--- config.mk ---
export PLATFORM = sky130hd
export DESIGN_NAME = stp_ctrl
export DESIGN_NICKNAME = d
export VERILOG_FILES = /design/src/rtl/stp_pkg.sv /design/src/rtl/stp_ctrl.sv
export SDC_FILE = /design/constraint.sdc
export NUM_CORES = 1
export LEC_CHECK = 0
export ABC_CLOCK_PERIOD_IN_PS = 2460
export BUFFER_PORTS_ARGS = -buffer_cell sky130_fd_sc_hd__buf_2
export CAP_MARGIN = 20
export CORE_MARGIN = 1
export CORE_UTILIZATION = 30
export DETAILED_ROUTE_END_ITERATION = 16
export PLACE_DENSITY_LB_ADDON = 0.08
export SETUP_SLACK_MARGIN = 0.15
export SYNTH_ARGS = -nofsm -noshare
export SYNTH_HDL_FRONTEND = slang
export SYNTH_SLANG_ARGS = --single-unit
export TNS_END_PERCENT = 10
--- constraint.sdc ---
create_clock -name clk -period 2.46 [get_ports clk]
set_clock_uncertainty 0.15 [all_clocks]
set_input_delay 0 -clock clk [delete_from_list [all_inputs] [get_ports clk]]
set_output_delay 0 -clock clk [all_outputs]
set_load 0.03 [all_outputs]
--- src/rtl/stp_pkg.sv ---
`timescale 1ns / 1ps
// ----------------------------------------------------------------------------
// stp_pkg
// Shared codes and the controller/datapath command and status types of the
// segment table position lookup block.
// ----------------------------------------------------------------------------
package stp_pkg;

	localparam int FIELD_W     = 32;
	localparam int REQ_W       = 2;
	localparam int SEG_INDEX_W = 10;
	localparam int STATUS_W    = 2;

	localparam logic [REQ_W-1:0] REQ_CLEAR  = 2'd0;
	localparam logic [REQ_W-1:0] REQ_APPEND = 2'd1;
	localparam logic [REQ_W-1:0] REQ_LOOKUP = 2'd2;

	localparam logic [STATUS_W-1:0] STATUS_OK    = 2'd0;
	localparam logic [STATUS_W-1:0] STATUS_FULL  = 2'd1;
	localparam logic [STATUS_W-1:0] STATUS_EMPTY = 2'd2;

	// Source of the result captured by the datapath.
	typedef enum logic [2:0] {
		RES_OK      = 3'd0,
		RES_FULL    = 3'd1,
		RES_EMPTY   = 3'd2,
		RES_MID     = 3'd3,
		RES_EXHAUST = 3'd4
	} res_sel_t;

	typedef struct packed {
		logic     start;
		logic     clear;
		logic     append;
		logic     rd_en;
		logic     rd_next;
		logic     save_tag;
		logic     go_left;
		logic     go_right;
		logic     res_load;
		res_sel_t res_sel;
		logic     out_load;
	} cmd_t;

	typedef struct packed {
		logic empty;
		logic full;
		logic window_open;
		logic below;
		logic past_end;
		logic at_end;
		logic next_differs;
	} sts_t;

endpackage

--- src/rtl/stp_ctrl.sv ---
`timescale 1ns / 1ps
// ----------------------------------------------------------------------------
// stp_ctrl
// Request sequencer: decodes requests, steps the binary search one probe at a
// time and hands results to the output register.
// ----------------------------------------------------------------------------
module stp_ctrl (
	input  logic                          clk,
	input  logic                          arst_n,
	input  logic                          req_valid,
	output logic                          req_stall,
	input  logic [stp_pkg::REQ_W-1:0]     req_type,
	output logic                          rsp_valid,
	input  logic                          rsp_stall,
	output stp_pkg::cmd_t                 cmd,
	input  stp_pkg::sts_t                 sts
);

	typedef enum logic [5:0] {
		S_IDLE   = 6'b000001,
		S_PROBE  = 6'b000010,
		S_CHECK  = 6'b000100,
		S_NCHECK = 6'b001000,
		S_FINISH = 6'b010000,
		S_SPARE  = 6'b100000
	} state_t;

	state_t state_q;
	state_t state_d;
	logic   out_valid_q;
	logic   out_free;

	assign out_free  = !out_valid_q || !rsp_stall;
	assign req_stall = (state_q != S_IDLE);
	assign rsp_valid = out_valid_q;

	always_comb begin
		cmd     = '0;
		state_d = state_q;
		case (state_q)
			S_IDLE: begin
				if (req_valid) begin
					cmd.start    = 1'b1;
					cmd.res_load = 1'b1;
					state_d      = S_FINISH;
					case (req_type)
						stp_pkg::REQ_CLEAR: begin
							cmd.clear   = 1'b1;
							cmd.res_sel = stp_pkg::RES_OK;
						end
						stp_pkg::REQ_APPEND: begin
							if (sts.full) begin
								cmd.res_sel = stp_pkg::RES_FULL;
							end else begin
								cmd.append  = 1'b1;
								cmd.res_sel = stp_pkg::RES_OK;
							end
						end
						stp_pkg::REQ_LOOKUP: begin
							if (sts.empty) begin
								cmd.res_sel = stp_pkg::RES_EMPTY;
							end else begin
								cmd.res_load = 1'b0;
								state_d      = S_PROBE;
							end
						end
						default: begin
							cmd.res_sel = stp_pkg::RES_OK;
						end
					endcase
				end
			end
			S_PROBE: begin
				if (sts.window_open) begin
					cmd.rd_en = 1'b1;
					state_d   = S_CHECK;
				end else begin
					cmd.res_load = 1'b1;
					cmd.res_sel  = stp_pkg::RES_EXHAUST;
					state_d      = S_FINISH;
				end
			end
			S_CHECK: begin
				if (sts.below) begin
					cmd.go_left = 1'b1;
					state_d     = S_PROBE;
				end else if (sts.past_end) begin
					// Exactly at the end: the neighbor decides whether the
					// position stays in this segment.
					if (sts.at_end) begin
						cmd.rd_en    = 1'b1;
						cmd.rd_next  = 1'b1;
						cmd.save_tag = 1'b1;
						state_d      = S_NCHECK;
					end else begin
						cmd.go_right = 1'b1;
						state_d      = S_PROBE;
					end
				end else begin
					cmd.res_load = 1'b1;
					cmd.res_sel  = stp_pkg::RES_MID;
					state_d      = S_FINISH;
				end
			end
			S_NCHECK: begin
				if (sts.next_differs) begin
					cmd.res_load = 1'b1;
					cmd.res_sel  = stp_pkg::RES_MID;
					state_d      = S_FINISH;
				end else begin
					cmd.go_right = 1'b1;
					state_d      = S_PROBE;
				end
			end
			S_FINISH: begin
				if (out_free) begin
					cmd.out_load = 1'b1;
					state_d      = S_IDLE;
				end
			end
			default: begin
				state_d = S_IDLE;
			end
		endcase
	end

	always_ff @(posedge clk or negedge arst_n) begin
		if (!arst_n) begin
			state_q     <= S_IDLE;
			out_valid_q <= 1'b0;
		end else begin
			state_q <= state_d;
			if (cmd.out_load) begin
				out_valid_q <= 1'b1;
			end else if (!rsp_stall) begin
				out_valid_q <= 1'b0;
			end
		end
	end

`ifndef SYNTHESIS
	a_check_after_probe: assert property (@(posedge clk) disable iff (!arst_n)
		(state_q == S_CHECK) |-> ($past(state_q) == S_PROBE))
		else $error("compare state entered without a memory probe");

	a_neighbor_read: assert property (@(posedge clk) disable iff (!arst_n)
		(state_q == S_NCHECK) |-> $past(cmd.rd_next))
		else $error("neighbor compare without a neighbor read");

	a_empty_lookup: assert property (@(posedge clk) disable iff (!arst_n)
		(state_q == S_IDLE && req_valid && req_type == stp_pkg::REQ_LOOKUP && sts.empty)
		|=> (state_q == S_FINISH))
		else $error("lookup on empty table started a search");

	a_load_shows: assert property (@(posedge clk) disable iff (!arst_n)
		cmd.out_load |=> out_valid_q)
		else $error("loaded result not presented");
`endif

endmodule

# == Yosys cells after proc, flatten, opt, wreduce, memory -nomap -nowiden ==
# Index checks and enable logic that the tools add are counted.
# Widths: inputs -> output; s select.
# op_classes
add_sub_neg,0
multipliers,0
div_mod_pow,0
order_cmp,0
eq_ne,11
shift,0
muxes,41
n_bitwise,0
reduce_logical,5
# ops
operator,count
$mux 5,6
$pmux 6 s5,1
$mux 4,5
$mux 3,6
$mux 6,3
$pmux 4 s4,1
$mux 1,15
$eq 6x1->1 const B,1
$eq 6x2->1 const B,1
$eq 6x3->1 const B,1
$eq 6x4->1 const B,1
$eq 6x5->1 const B,1
$ne 6x1->1 const B,1
$ne 2x2->1 const B,2
$pmux 1 s2,2
$pmux 2 s2,1
$eq 2x1->1 const B,1
$eq 2x2->1 const B,1
$logic_not 1->1,2
$logic_not 2->1,1
$mux 2,1
$ne 2x1->1 const B,1
$reduce_and 2->1,1
$logic_or 1x1->1,1
# word_totals
register_bits,7
latch_bits,0
ram_bits,0
rom_bits,0
inputBits,13
mem_count,0

# == Longest topological paths before layout ==
# Gate-level depths: netlist of run 1.
# depth
ltp_word,5
mapped_depth,5
ltp_nobuf,5

# == Worst setup path before layout of run 1 ==
# OpenSTA, ideal clock, no wires.
# synth_path
path_type,register -> output
from,register state_q[2]
to,output cmd[0] (netlist bit)
t_arrival_ps,1647
setup_slack_ps,663
stages_incl_launch_ff,4
cell_sequence,dfrtp_1 > or3_4 > or3b_4 > a21oi_1
# synth_rtl
element,line,source
from (decl),stp_ctrl.sv:28,state_t state_q;
from (signal assigned),stp_ctrl.sv:132,state_q <= state_d;
to (decl),stp_ctrl.sv:15,"output stp_pkg::cmd_t cmd,"

==> out/qor.csv, run 1 <==
stage,metric,value,unit
global_route,overflow,0,
drt,num_vias,551,
timing,maxSlewViolCount,0,
critical_path,cp-end-kind,primary output,
critical_path,cp_slowest_cell,dfstp_2,
timing,setup_viol,0,
timing,slew_headroom,82.14,%
critical_path,arrival,1800,ps
critical_path,start_kind,flip-flop,
global_route,track_usage,14.22,%
floorplanning,die-area,1814,um2
layout,layout-drive-gt1-share,38.14,%
global_route,grt_pass1_wl,1911,um
layout,antennaDiodeCount,0,
placement,placed_cells,101,
timing,tightest_slew,267.0,ps
layout,seq_area,151.4,um2
drt,wire_per_inst,10.44,um
drt,route.detailed.drc,0,
logic_synthesis,yosysWarnings,0,
critical_path,crit_fanout,6,
min_path,hp-class,primary input to flip-flop,
timing,fmax,513.7,MHz
clocking,clk_pin_slew,50,ps
layout,fin_cells,113,
floorplanning,fp.dieW,42.59,um
logic_synthesis,post_synth.cell_area_avg,8.377,um2
timing,setup-tns-final,0,ps
placement,port_buffers,27,
status,outcome,finished clean,
drt,avgViaCountPerCell,4.876,
drt,wl,1180,um
timing,hold_viol_final,0,
logic_synthesis,ys_ff_latch,6,
logic_synthesis,synth_top_area_share,25.32,%
critical_path,path_delay_family,simple AND/OR/NAND/NOR gates,
placement,postPlaceCellArea,641.9,um2
clocking,clock_latency,250,ps
pwr,power_switching,115.8,uW
pwr,leakagePower,0.4155,nW
global_route,antenna_found_initial,0,
layout,multi_input_area,324.1,um2
layout,area_growth,51.39,%
pwr,p_per_area,446.7,nW/um2
logic_synthesis,syn_nets,75,
layout,nets,114,
logic_synthesis,synth_area,494.2,um2
pwr,internal_power,218.5,uW
drt,drt-initial-drc-count,7,
pwr,pwr-share-seq,35.6,%
timing,rsz0062_at_grt,no,
layout,fin_util,49.10,%
logic_synthesis,synth_area_leaders,"dfrtp_1 (25%), ha_1 (7.6%), nor2_1 (6.1%)",
logic_synthesis,synth_seq_area_share,30.63,%
floorplanning,rows,14,
critical_path,crit_type,flip-flop to primary output,
timing,period_minus_slack,1947,ps
pwr,swShare,34.64,%
pwr,clkPwrFrac,29.8,%
clocking,cts_buffer_depth,2,
critical_path,path_buf_inv,1,
layout,design_area,748.2,um2
clocking,h-tree-depth,1,
drt,ant_nets,0,
layout,final_cell_mix,"buf_2 (27), nor2_1 (8), dlygate4sd3_1 (8), nand2_1 (5), dfrtp_1 (5)",
drt,drt_pre_antenna_iters,4,
clocking,cts.sinks,6,
clocking,cts_tree,done,
layout,nFillCells,156,
global_route,grt_max_degree,7,
clocking,cts_root_buffer,clkbuf_4,
placement,routabilityCongestion,0.7423,
placement,dp_hpwl,941.9,um
pwr,p_comb_share,34.7,%
floorplanning,start_util,32.43,%
floorplanning,io-pin-count,28,
critical_path,crit_chain,"nor3_2, nand3b_1, a2bb2oi_2, or3b_1, buf_2",
global_route,grt_pass1_vias,451,
layout,final_common_cell,buf_2,
logic_synthesis,synthDistinctLibCells,31,
floorplanning,core_area,1524,um2
pwr,peakVddDrop,0.3724,mV
critical_path,cp_slowest_stage_delay,580,ps
run,maxCapViolCount,0,
floorplanning,die_y,42.59,um
clocking,cts_buffers,3,
logic_synthesis,synth_cells,59,
timing,fin_crit_sh,79.13,%
logic_synthesis,yosys.area.top_type,dfrtp_1,
critical_path,critPathRequiredTime,2310,ps
==> cell families (layout without fill, tap and decap cells) <==
family,after synthesis,in the layout,synth area share [%]
adders and majority gates,3,3,7.596
DFF,6,6,30.63
buffers and inverters,4,42,3.798
and+or+nand+nor,38,38,45.83
AOI/OAI and AO/OA,8,8,12.15
==> worst reg2reg max path: cells and delay by family, from the launching register on <==
family / cells / cell delay [ps]
buf+inv: 1 / 560
flops: 1 / 440
simple gates: 3 / 600
==> layout make-up <==
cell class / count / share of cell area (%)
Tap cell: 16 / 2.676
Timing Repair Buffer: 35 / 28.76
Sequential cell: 6 / 20.23
Inverter: 3 / 1.505
Clock buffer: 4 / 3.512
Multi-Input combinational cell: 49 / 43.31
==> synthesized netlist by cell type <==
master,number
nand3b_1,1
dfrtp_1,5
and2b_1,1
buf_4,1
nand2b_1,3
o21a_1,1
or4b_1,1
and2b_2,1
a21oi_1,1
o21ai_0,3
nand4_1,2
nand3_1,3
and3_1,2
o41a_1,1
ha_1,3
nand2_1,5
inv_1,3
dfstp_2,1
or3_1,1
nor3_2,1
nor3b_1,1
a2bb2oi_2,1
or2_2,1
or3b_4,1
nor2_1,8
nor2b_1,2
nor3_1,1
and2_1,1
a31oi_1,1
or3_4,1
or3b_1,1
==> sequential cells by signal, summed over array words and instances (netlist names) <==
register / count
rsp_valid: 1
state_q: 5
==> stage by stage <==
stage,worst slack (ps),hold WS (ps),power [mW]
floorplan,663.5,-445.6,0.1920
global placement,741.5,-322.8,0.2276
detailed placement,717.3,-321.4,0.2278
CTS,492.8,52.88,0.3401
global route,399.1,90.77,0.3596
finish,513.3,58.52,0.3342
==> layer usage <==
metal	track usage [%]	share of wire, %	vias up
li1	-	-	283
met1	19.58	48	243
met2	20.00	45	23
met3	5.172	6.5	2
met4	5.625	1.0	0
met5	0	0	-
==> worst paths after layout <==
path	startpoint	to	slack, ps	cells past startpoint
setup reg to reg	state_q[3]$_DFFE_PN0P_	state_q[3]$_DFFE_PN0P_	650	4
min in group asynchronous	arst_n	state_q[0]$_DFFE_PN1P_	90	2
setup / recovery	state_q[0]$_DFFE_PN1P_	cmd[4]	510	5
hold / removal	sts[3]	state_q[1]$_DFFE_PN0P_	60	4
hold reg to reg	rsp_valid$_DFFE_PN0P_	rsp_valid$_DFFE_PN0P_	390	2
max in group asynchronous	arst_n	rsp_valid$_DFFE_PN0P_	1420	3
==> power by group through the flow <==
stage	Sequential, mW	Combinational, mW	Clock, mW
5_1_grt	0.120	0.128	0.111
4_1_cts	0.118	0.117	0.105
3_5_place_dp	0.120	0.108	0
2_1_floorplan	0.123	0.0689	0
6_report	0.119	0.116	0.0995
3_3_place_gp	0.120	0.108	0
==> repair_timing <==
action,4_1_cts,5_1_grt
setup buffers,0,0
hold buffers,8,0
hold endpoints to repair,12,0
gates resized for setup,0,0
No activity file was read; power rests on OpenSTA's default activity.
==> inputs of run 2 (changes only) <==
Settings changed: ABC_CLOCK_PERIOD_IN_PS 2460 to 1800.
Clock period 2.46 ns to 1.8 ns, I/O delays scaled along.
==> run 2 against run 1 <==
Against the previous run:
- the run now ends with negative setup slack left
- die area unchanged
- total power increased by 50%
- global-route usage increased by 4.2 points
- sequential share of layout area decreased by 1.9 points
- clock power increased by 46%
- combinational power increased by 65%
- via count increased by 6.7%
- worst setup slack got worse by 590 ps
- critical path depth unchanged
- cell count increased by 2.7%
- register-to-register slack got worse by 610 ps
- wire length increased by 21%
- critical path type unchanged
==> out/qor.csv, run 2 (synthesis gave the netlist of run 1 again) <==
stage,metric,value,unit,change
pwr,leakagePower,0.4276,nW,+2.9%
pwr,swShare,35.89,%,+1.2 points
timing,period_minus_slack,1882,ps,
clocking,cts_tree,done,,
global_route,overflow,0,,unchanged
critical_path,start_kind,flip-flop,,
placement,port_buffers,27,,unchanged
drt,wire_per_inst,12.28,um,+18%
timing,fin_crit_sh,104.5,%,
floorplanning,io-pin-count,28,,unchanged
layout,seq_area,152.6,um2,+0.83%
floorplanning,die-area,1814,um2,unchanged
drt,num_vias,588,,+6.7%
timing,rsz0062_at_grt,yes,,
timing,maxSlewViolCount,0,,unchanged
critical_path,crit_type,flip-flop to primary output,,
layout,multi_input_area,357.8,um2,+10%
global_route,grt_pass1_wl,2421,um,+27%
min_path,hp-class,primary input to flip-flop,,
global_route,grt_max_degree,7,,unchanged
pwr,p_comb_share,38.2,%,+3.5 points
pwr,clkPwrFrac,29.1,%,-0.7 points
clocking,cts.sinks,6,,unchanged
critical_path,crit_fanout,4,,-2
layout,layout-drive-gt1-share,49.00,%,+11 points
critical_path,path_buf_inv,1,,unchanged
clocking,clock_latency,260,ps,about the same
placement,routabilityCongestion,0.7654,,+3.1%
layout,nFillCells,145,,-7.1%
critical_path,critPathRequiredTime,1650,ps,-660 ps
timing,slew_headroom,82.49,%,+0.35 points
placement,post-place-ws,100.7,ps,-616.6 ps
timing,fin_ws,-81.58,ps,-594.9 ps
layout,fin_cells,116,,+2.7%
status,violations,negative setup slack,,
layout,area_growth,68.10,%,
placement,dp_hpwl,1028,um,+9.1%
drt,route.detailed.drc,0,,unchanged
timing,tightest_slew,261.7,ps,-5.292 ps
timing,fmax,531.5,MHz,
critical_path,cp_slowest_cell,dfstp_2,,
drt,wl,1425,um,+21%
floorplanning,start_util,32.43,%,unchanged
status,outcome,finished with violations,,
timing,hold_viol_final,0,,unchanged
pwr,p_total,500.0,uW,+50%
floorplanning,rows,14,,unchanged
global_route,antenna_found_initial,0,,unchanged
global_route,track_usage,18.40,%,+4.2 points
timing,setup-tns-final,-166.7,ps,-166.7 ps
layout,nets,117,,+2.6%
placement,placed_cells,102,,+0.99%
clocking,cts_root_buffer,clkbuf_4,,
critical_path,path_delay_family,simple AND/OR/NAND/NOR gates,,
clocking,h-tree-depth,1,,unchanged
floorplanning,die_y,42.59,um,unchanged
timing,setup_viol,4,,+4
critical_path,arrival,1730,ps,-70 ps
drt,avgViaCountPerCell,5.069,,+4.0%
layout,final_common_cell,buf_2,,
pwr,peakVddDrop,0.3195,mV,-14%
critical_path,crit_chain,"or3_4, nor2_1, a2bb2oi_2, or3b_1, buf_6",,
clocking,cts_buffer_depth,2,,unchanged
run,maxCapViolCount,0,,unchanged
drt,ant_nets,0,,unchanged
floorplanning,fp.dieW,42.59,um,unchanged
pwr,internal_power,320.6,uW,+47%
critical_path,cp-end-kind,primary output,,
clocking,cts_buffers,3,,unchanged
clocking,clk_pin_slew,50,ps,about the same
timing,whs,53.80,ps,-4.714 ps
layout,regMostFlops,state_q,,
drt,drt-initial-drc-count,5,,-2
floorplanning,core_area,1524,um2,unchanged
pwr,power_switching,179.4,uW,+55%
critical_path,cp_slowest_stage_delay,570,ps,about the same
layout,final_cell_mix,"buf_2 (22), dlygate4sd3_1 (7), nor2_1 (5), nand2_1 (5)",,
pwr,pwr-share-seq,32.8,%,-2.8 points
layout,largest_reg_flops,5,,unchanged
drt,drt_pre_antenna_iters,4,,unchanged
pwr,p_per_area,601.8,nW/um2,+35%
layout,antennaDiodeCount,0,,unchanged
global_route,grt_pass1_vias,539,,+20%
run 2: cell types whose count changed in the layout (fill, tap and decap cells not counted), moves of 2 or more:
cell | before | now
nor2_1 | 8 | 5
nor2_2 | 0 | 2
buf_2 | 27 | 22
buf_4 | 0 | 4
buf_6 | 0 | 4
run 2: final timing paths:
kind | slack (ps) | startpoint | cells past startpoint | end
min in group asynchronous | 100 | arst_n | 2 | state_q[0]$_DFFE_PN1P_
max reg2reg | 40 | state_q[0]$_DFFE_PN1P_ | 5 | state_q[4]$_DFFE_PN0P_
min | 50 | sts[3] | 4 | state_q[3]$_DFFE_PN0P_
max | -80 | state_q[0]$_DFFE_PN1P_ | 5 | cmd[4]
max in group asynchronous | 700 | arst_n | 3 | state_q[3]$_DFFE_PN0P_
min reg2reg | 440 | rsp_valid$_DFFE_PN0P_ | 2 | rsp_valid$_DFFE_PN0P_
run 2: worst reg2reg max path, stage by stage, from the launching register on:
cell,delay [ps]
dfstp_2,570
or3_4,150
or3b_4,130
buf_6,100
nor2_2,30
or4b_1,500
run 2: per-stage QoR:
stage	cell area [um2]	util (%)
4_1_cts	812.0	53.28
3_3_place_gp	653.1	42.86
5_1_grt	830.8	54.52
6_report	830.8	54.52
2_1_floorplan	498.0	-
3_5_place_dp	653.1	42.86
run 2: layout make-up:
cell class                      instances  share of cell area, %
Multi-Input combinational cell         49                  43.07
Timing Repair Buffer                   38                  31.63
Sequential cell                         6                  18.37
Clock buffer                            4                  3.163
Tap cell                               16                  2.410
Inverter                                3                  1.355
run 2: routing by layer:
metal	vias to the layer above	track usage (%)	share of wire [%]
met4	0	7.500	1.5
met1	265	21.16	44
met2	26	29.54	48
li1	293	-	-
met5	-	0	0
met3	4	8.190	6.2
run 2: timing repair:
item,4_1_cts,5_1_grt
pin swaps,6,4
resized for setup,13,6
hold buffers,7,0
setup endpoints to repair,13,16
endpoints found under the hold margin,12,0
setup buffers,3,0
run 2: power groups by stage:
stage / clock network [mW] / registers (mW) / logic [mW]
after floorplan: 0 / 0.169 / 0.0948
after global placement: 0 / 0.164 / 0.149
after detailed placement: 0 / 0.164 / 0.150
after CTS: 0.150 / 0.162 / 0.189
after global routing: 0.164 / 0.165 / 0.207
final: 0.145 / 0.164 / 0.191
